**src/rtl/s2bc_pkg.sv**
```systemverilog
// Shared types, constants, round constant table and word functions for the SHA-2 compression block.
package s2bc_pkg;

  localparam int WORD_W       = 64;
  localparam int HALF_W       = 32;
  localparam int VARS         = 8;
  localparam int BLOCK_WORDS  = 16;
  localparam int ROUNDS_NARROW = 64;
  localparam int ROUNDS_WIDE  = 80;
  localparam int ROUND_W      = 7;
  localparam int IDX_W        = 3;
  localparam int CNT_W        = 4;

  typedef logic [WORD_W-1:0] word_t;
  typedef word_t [VARS-1:0] vars_t;
  typedef word_t [BLOCK_WORDS-1:0] window_t;

  // Request kinds.
  localparam logic REQ_CHAIN = 1'b0;
  localparam logic REQ_MSG   = 1'b1;

  // Word mode settings.
  localparam logic MODE_NARROW = 1'b0;
  localparam logic MODE_WIDE   = 1'b1;

  // Control bundle handed to the round datapath.
  typedef struct packed {
    logic wide;
  } round_ctrl_t;

  // Round constants for 64-bit words; the top halves of the first 64 are the 32-bit constants.
  localparam word_t K_ROM [ROUNDS_WIDE] = '{
    64'h428a2f98d728ae22, 64'h7137449123ef65cd, 64'hb5c0fbcfec4d3b2f, 64'he9b5dba58189dbbc,
    64'h3956c25bf348b538, 64'h59f111f1b605d019, 64'h923f82a4af194f9b, 64'hab1c5ed5da6d8118,
    64'hd807aa98a3030242, 64'h12835b0145706fbe, 64'h243185be4ee4b28c, 64'h550c7dc3d5ffb4e2,
    64'h72be5d74f27b896f, 64'h80deb1fe3b1696b1, 64'h9bdc06a725c71235, 64'hc19bf174cf692694,
    64'he49b69c19ef14ad2, 64'hefbe4786384f25e3, 64'h0fc19dc68b8cd5b5, 64'h240ca1cc77ac9c65,
    64'h2de92c6f592b0275, 64'h4a7484aa6ea6e483, 64'h5cb0a9dcbd41fbd4, 64'h76f988da831153b5,
    64'h983e5152ee66dfab, 64'ha831c66d2db43210, 64'hb00327c898fb213f, 64'hbf597fc7beef0ee4,
    64'hc6e00bf33da88fc2, 64'hd5a79147930aa725, 64'h06ca6351e003826f, 64'h142929670a0e6e70,
    64'h27b70a8546d22ffc, 64'h2e1b21385c26c926, 64'h4d2c6dfc5ac42aed, 64'h53380d139d95b3df,
    64'h650a73548baf63de, 64'h766a0abb3c77b2a8, 64'h81c2c92e47edaee6, 64'h92722c851482353b,
    64'ha2bfe8a14cf10364, 64'ha81a664bbc423001, 64'hc24b8b70d0f89791, 64'hc76c51a30654be30,
    64'hd192e819d6ef5218, 64'hd69906245565a910, 64'hf40e35855771202a, 64'h106aa07032bbd1b8,
    64'h19a4c116b8d2d0c8, 64'h1e376c085141ab53, 64'h2748774cdf8eeb99, 64'h34b0bcb5e19b48a8,
    64'h391c0cb3c5c95a63, 64'h4ed8aa4ae3418acb, 64'h5b9cca4f7763e373, 64'h682e6ff3d6b2b8a3,
    64'h748f82ee5defb2fc, 64'h78a5636f43172f60, 64'h84c87814a1f0ab72, 64'h8cc702081a6439ec,
    64'h90befffa23631e28, 64'ha4506cebde82bde9, 64'hbef9a3f7b2c67915, 64'hc67178f2e372532b,
    64'hca273eceea26619c, 64'hd186b8c721c0c207, 64'heada7dd6cde0eb1e, 64'hf57d4f7fee6ed178,
    64'h06f067aa72176fba, 64'h0a637dc5a2c898a6, 64'h113f9804bef90dae, 64'h1b710b35131c471b,
    64'h28db77f523047d84, 64'h32caab7b40c72493, 64'h3c9ebe0a15c9bebc, 64'h431d67c49c100d4c,
    64'h4cc5d4becb3e42b6, 64'h597f299cfc657e2a, 64'h5fcb6fab3ad6faec, 64'h6c44198c4a475817
  };

  function automatic word_t mask_word(word_t x, logic wide);
    return wide ? x : {{HALF_W{1'b0}}, x[HALF_W-1:0]};
  endfunction

  function automatic word_t rotr64(word_t x, int n);
    return (x >> n) | (x << (WORD_W - n));
  endfunction

  function automatic word_t rotr32(word_t x, int n);
    logic [HALF_W-1:0] y;
    y = x[HALF_W-1:0];
    return {{HALF_W{1'b0}}, ((y >> n) | (y << (HALF_W - n)))};
  endfunction

  function automatic word_t big_sigma0(word_t x, logic wide);
    return wide ? (rotr64(x, 28) ^ rotr64(x, 34) ^ rotr64(x, 39))
                : (rotr32(x, 2) ^ rotr32(x, 13) ^ rotr32(x, 22));
  endfunction

  function automatic word_t big_sigma1(word_t x, logic wide);
    return wide ? (rotr64(x, 14) ^ rotr64(x, 18) ^ rotr64(x, 41))
                : (rotr32(x, 6) ^ rotr32(x, 11) ^ rotr32(x, 25));
  endfunction

  function automatic word_t small_sigma0(word_t x, logic wide);
    return wide ? (rotr64(x, 1) ^ rotr64(x, 8) ^ (x >> 7))
                : (rotr32(x, 7) ^ rotr32(x, 18) ^ (mask_word(x, 1'b0) >> 3));
  endfunction

  function automatic word_t small_sigma1(word_t x, logic wide);
    return wide ? (rotr64(x, 19) ^ rotr64(x, 61) ^ (x >> 6))
                : (rotr32(x, 17) ^ rotr32(x, 19) ^ (mask_word(x, 1'b0) >> 10));
  endfunction

endpackage

```
**src/rtl/s2bc_round.sv**
```systemverilog
// One SHA-2 round and one message schedule step, shared by every round of a block.
module s2bc_round (
  input  s2bc_pkg::round_ctrl_t ctrl,
  input  s2bc_pkg::vars_t       v,
  input  s2bc_pkg::word_t       k,
  input  s2bc_pkg::word_t       w0,
  input  s2bc_pkg::word_t       w1,
  input  s2bc_pkg::word_t       w9,
  input  s2bc_pkg::word_t       w14,
  output s2bc_pkg::vars_t       v_next,
  output s2bc_pkg::word_t       w_new
);

  s2bc_pkg::word_t t1;
  s2bc_pkg::word_t t2;
  s2bc_pkg::word_t ch;
  s2bc_pkg::word_t maj;

  always_comb begin
    ch  = (v[4] & v[5]) ^ (~v[4] & v[6]);
    maj = (v[0] & v[1]) ^ (v[0] & v[2]) ^ (v[1] & v[2]);
    t1  = s2bc_pkg::mask_word(v[7] + s2bc_pkg::big_sigma1(v[4], ctrl.wide) + ch + k + w0,
                              ctrl.wide);
    t2  = s2bc_pkg::mask_word(s2bc_pkg::big_sigma0(v[0], ctrl.wide) + maj, ctrl.wide);

    v_next[7] = v[6];
    v_next[6] = v[5];
    v_next[5] = v[4];
    v_next[4] = s2bc_pkg::mask_word(v[3] + t1, ctrl.wide);
    v_next[3] = v[2];
    v_next[2] = v[1];
    v_next[1] = v[0];
    v_next[0] = s2bc_pkg::mask_word(t1 + t2, ctrl.wide);

    // Next schedule word, sixteen places ahead of the current one.
    w_new = s2bc_pkg::mask_word(s2bc_pkg::small_sigma1(w14, ctrl.wide) + w9
                                + s2bc_pkg::small_sigma0(w1, ctrl.wide) + w0, ctrl.wide);
  end

endmodule

```
**config.mk**
```make
export PLATFORM = sky130hd
export DESIGN_NAME = s2bc_round
export DESIGN_NICKNAME = d
export VERILOG_FILES = /design/src/rtl/s2bc_pkg.sv /design/src/rtl/s2bc_round.sv
export SDC_FILE = /design/constraint.sdc
export NUM_CORES = 2
export LEC_CHECK = 0
export ABC_AREA = 1
export BUFFER_PORTS_ARGS = -buffer_cell sky130_fd_sc_hd__buf_2
export CORE_AREA = 2 2 542 544
export DETAILED_ROUTE_END_ITERATION = 6
export DIE_AREA = 0 0 544 546
export SLEW_MARGIN = 20
export SYNTH_ARGS = -nofsm -noshare
export SYNTH_HDL_FRONTEND = slang
export SYNTH_SLANG_ARGS = --single-unit
```
**constraint.sdc**
```tcl
create_clock -name vclk -period 9.2
set_input_delay 0 -clock vclk [all_inputs]
set_output_delay 0 -clock vclk [all_outputs]
set_load 0.05 [all_outputs]
```
==> results.toml <==
[floorplanning]
placementRows = 199
initial_core_util = 0.154
die-width_um = 544
coreArea_um2 = 292000
die-area_um2 = 297000
io_pins = 1409
fp.dieH_um = 546

[clocking]
ctsHoldBuffers = 0
cts_resized = 0
cts_setup_buffers = 0

[layout]
final_area_um2 = 54000
fillers = 34337
fin_util = 0.185
final_cell_mix = "1,936 x nand2_1, 1,408 x buf_2, 1,353 x inv_1"
area_growth_pct = 19.9
layout-drive-gt1-share = 0.212
nets = 9844
seq_cell_count = 0
seq_area_um2 = 0
mostFrequentLayoutCell = "nand2_1"
num-clock-buffers = 0

[setup_path]
crit_type = "in2out"
crit_path_max_incr_delay_ps = 510
cp_top_family = "simple AND/OR/NAND/NOR gates"
critPathSlowestCell = "fa_1"
cp_common_cell = "nand2_1"
crit_arrival_ps = 7540
end_kind = "primary output"
cp_max_fo = 8
worstSetupStartpointType = "primary input"
worst-path-buf-inv = 4
required_ps = 9200

[status]
status = "finished clean"

[global_route]
grt_util_all_layers = 0.243
grt_overflow = 0
antenna_found_initial = 187
grt_pass1_wl_um = 475000
grt_pass1_vias = 50333
grt_max_degree = 94

[placed_design]
gp_congestion = 1.01
post_dp_cell_area_um2 = 53800
hpwl_um = 344000
numPortBuffers = 1409

[timing]
slew_viol_final = 0
worst_pin_slew_ps = 1140
whs_ps = 301
max_freq_ghz = 0.133
setup_viol = 0
relSlewSlack = 0.232
fin_crit_sh = 0.820
finalCriticalPeriod_ps = 7540
grt_setup_unrepaired = "no"
hold_violations = 0
setup_tns_ps = 0

[hold_path]
hp-class = "in2out"

[route]
via_per_inst = 4.23
drt_wl_total_um = 375000
ant_nets = 0
dr.pass1.iters = 6
via_count = 52478
wl_per_cell_um = 30.2
drc = 0
drt_iter0_markers = 4309

[yosys]
yosysSeqAreaShare = 0
syn-num-nets = 8960
synthTopCellsByArea = "nand2_1 16%, fa_1 14%, inv_1 11%, ha_1 8.1%, xor2_1 8.0%"
syn-cell-area_um2 = 45000
ys_types = 59
synth_cells = 7518
synth_top_area_frac = 0.161
yosysTopAreaCell = "nand2_1"
synth_warnings = 0
syn_area_per_cell_um2 = 5.99

[flow_run]
cap_violations = 0
per-layer routing:
metal,up-vias,track usage,routed length [um]
met1,24712,0.244,128000
li1,24531,-,-
met4,40,0.166,29700
met2,2551,0.460,197000
met3,644,0.0298,19400
met5,-,0,247
per-stage QoR:
step / setup WS [ps] / std cells
after CTS: 1530 / 12319
after global placement: 1610 / 12319
after detailed placement: 1530 / 12319
after global routing: 1230 / 12385
final: 1660 / 12408
after floorplan: 3330 / 7518
final timing paths:
path,startpoint,to,depth (start not counted)
setup / recovery,v[257],v_next[318],33
hold / removal,v[360],v_next[424],2
kinds of logic (layout without fill, tap and decap cells):
| logic type | after synthesis | in the layout | share of synthesized area |
|---|---|---|---|
| AO/OA/AOI/OAI | 910 | 910 | 0.111 |
| AND/OR/NAND/NOR | 3120 | 3120 | 0.292 |
| buffers and inverters | 1988 | 2870 | 0.198 |
| multiplexers | 36 | 36 | 0.00864 |
| XOR/XNOR | 791 | 791 | 0.154 |
| adder cells (fa/ha/maj) | 673 | 673 | 0.236 |
| other | 0 | 89 | 0 |
final cells by class:
cell class / instances / area (um2) / area share
antenna: 89 / 223 / 0.00412
inverter: 1410 / 5300 / 0.0981
multi-input combinational: 5530 / 36100 / 0.669
tap: 3919 / 4900 / 0.0908
timing repair buffer: 1460 / 7460 / 0.138
synthesized netlist by cell type (all sizes together) (65+ instances only):
master     n
inv     1404
fa       317
nand3    229
nand2   2019
xor2     412
a21oi    464
xnor2    379
ha       292
buf      413
nor2     703
o21ai    258
clkbuf   165
nand4     65
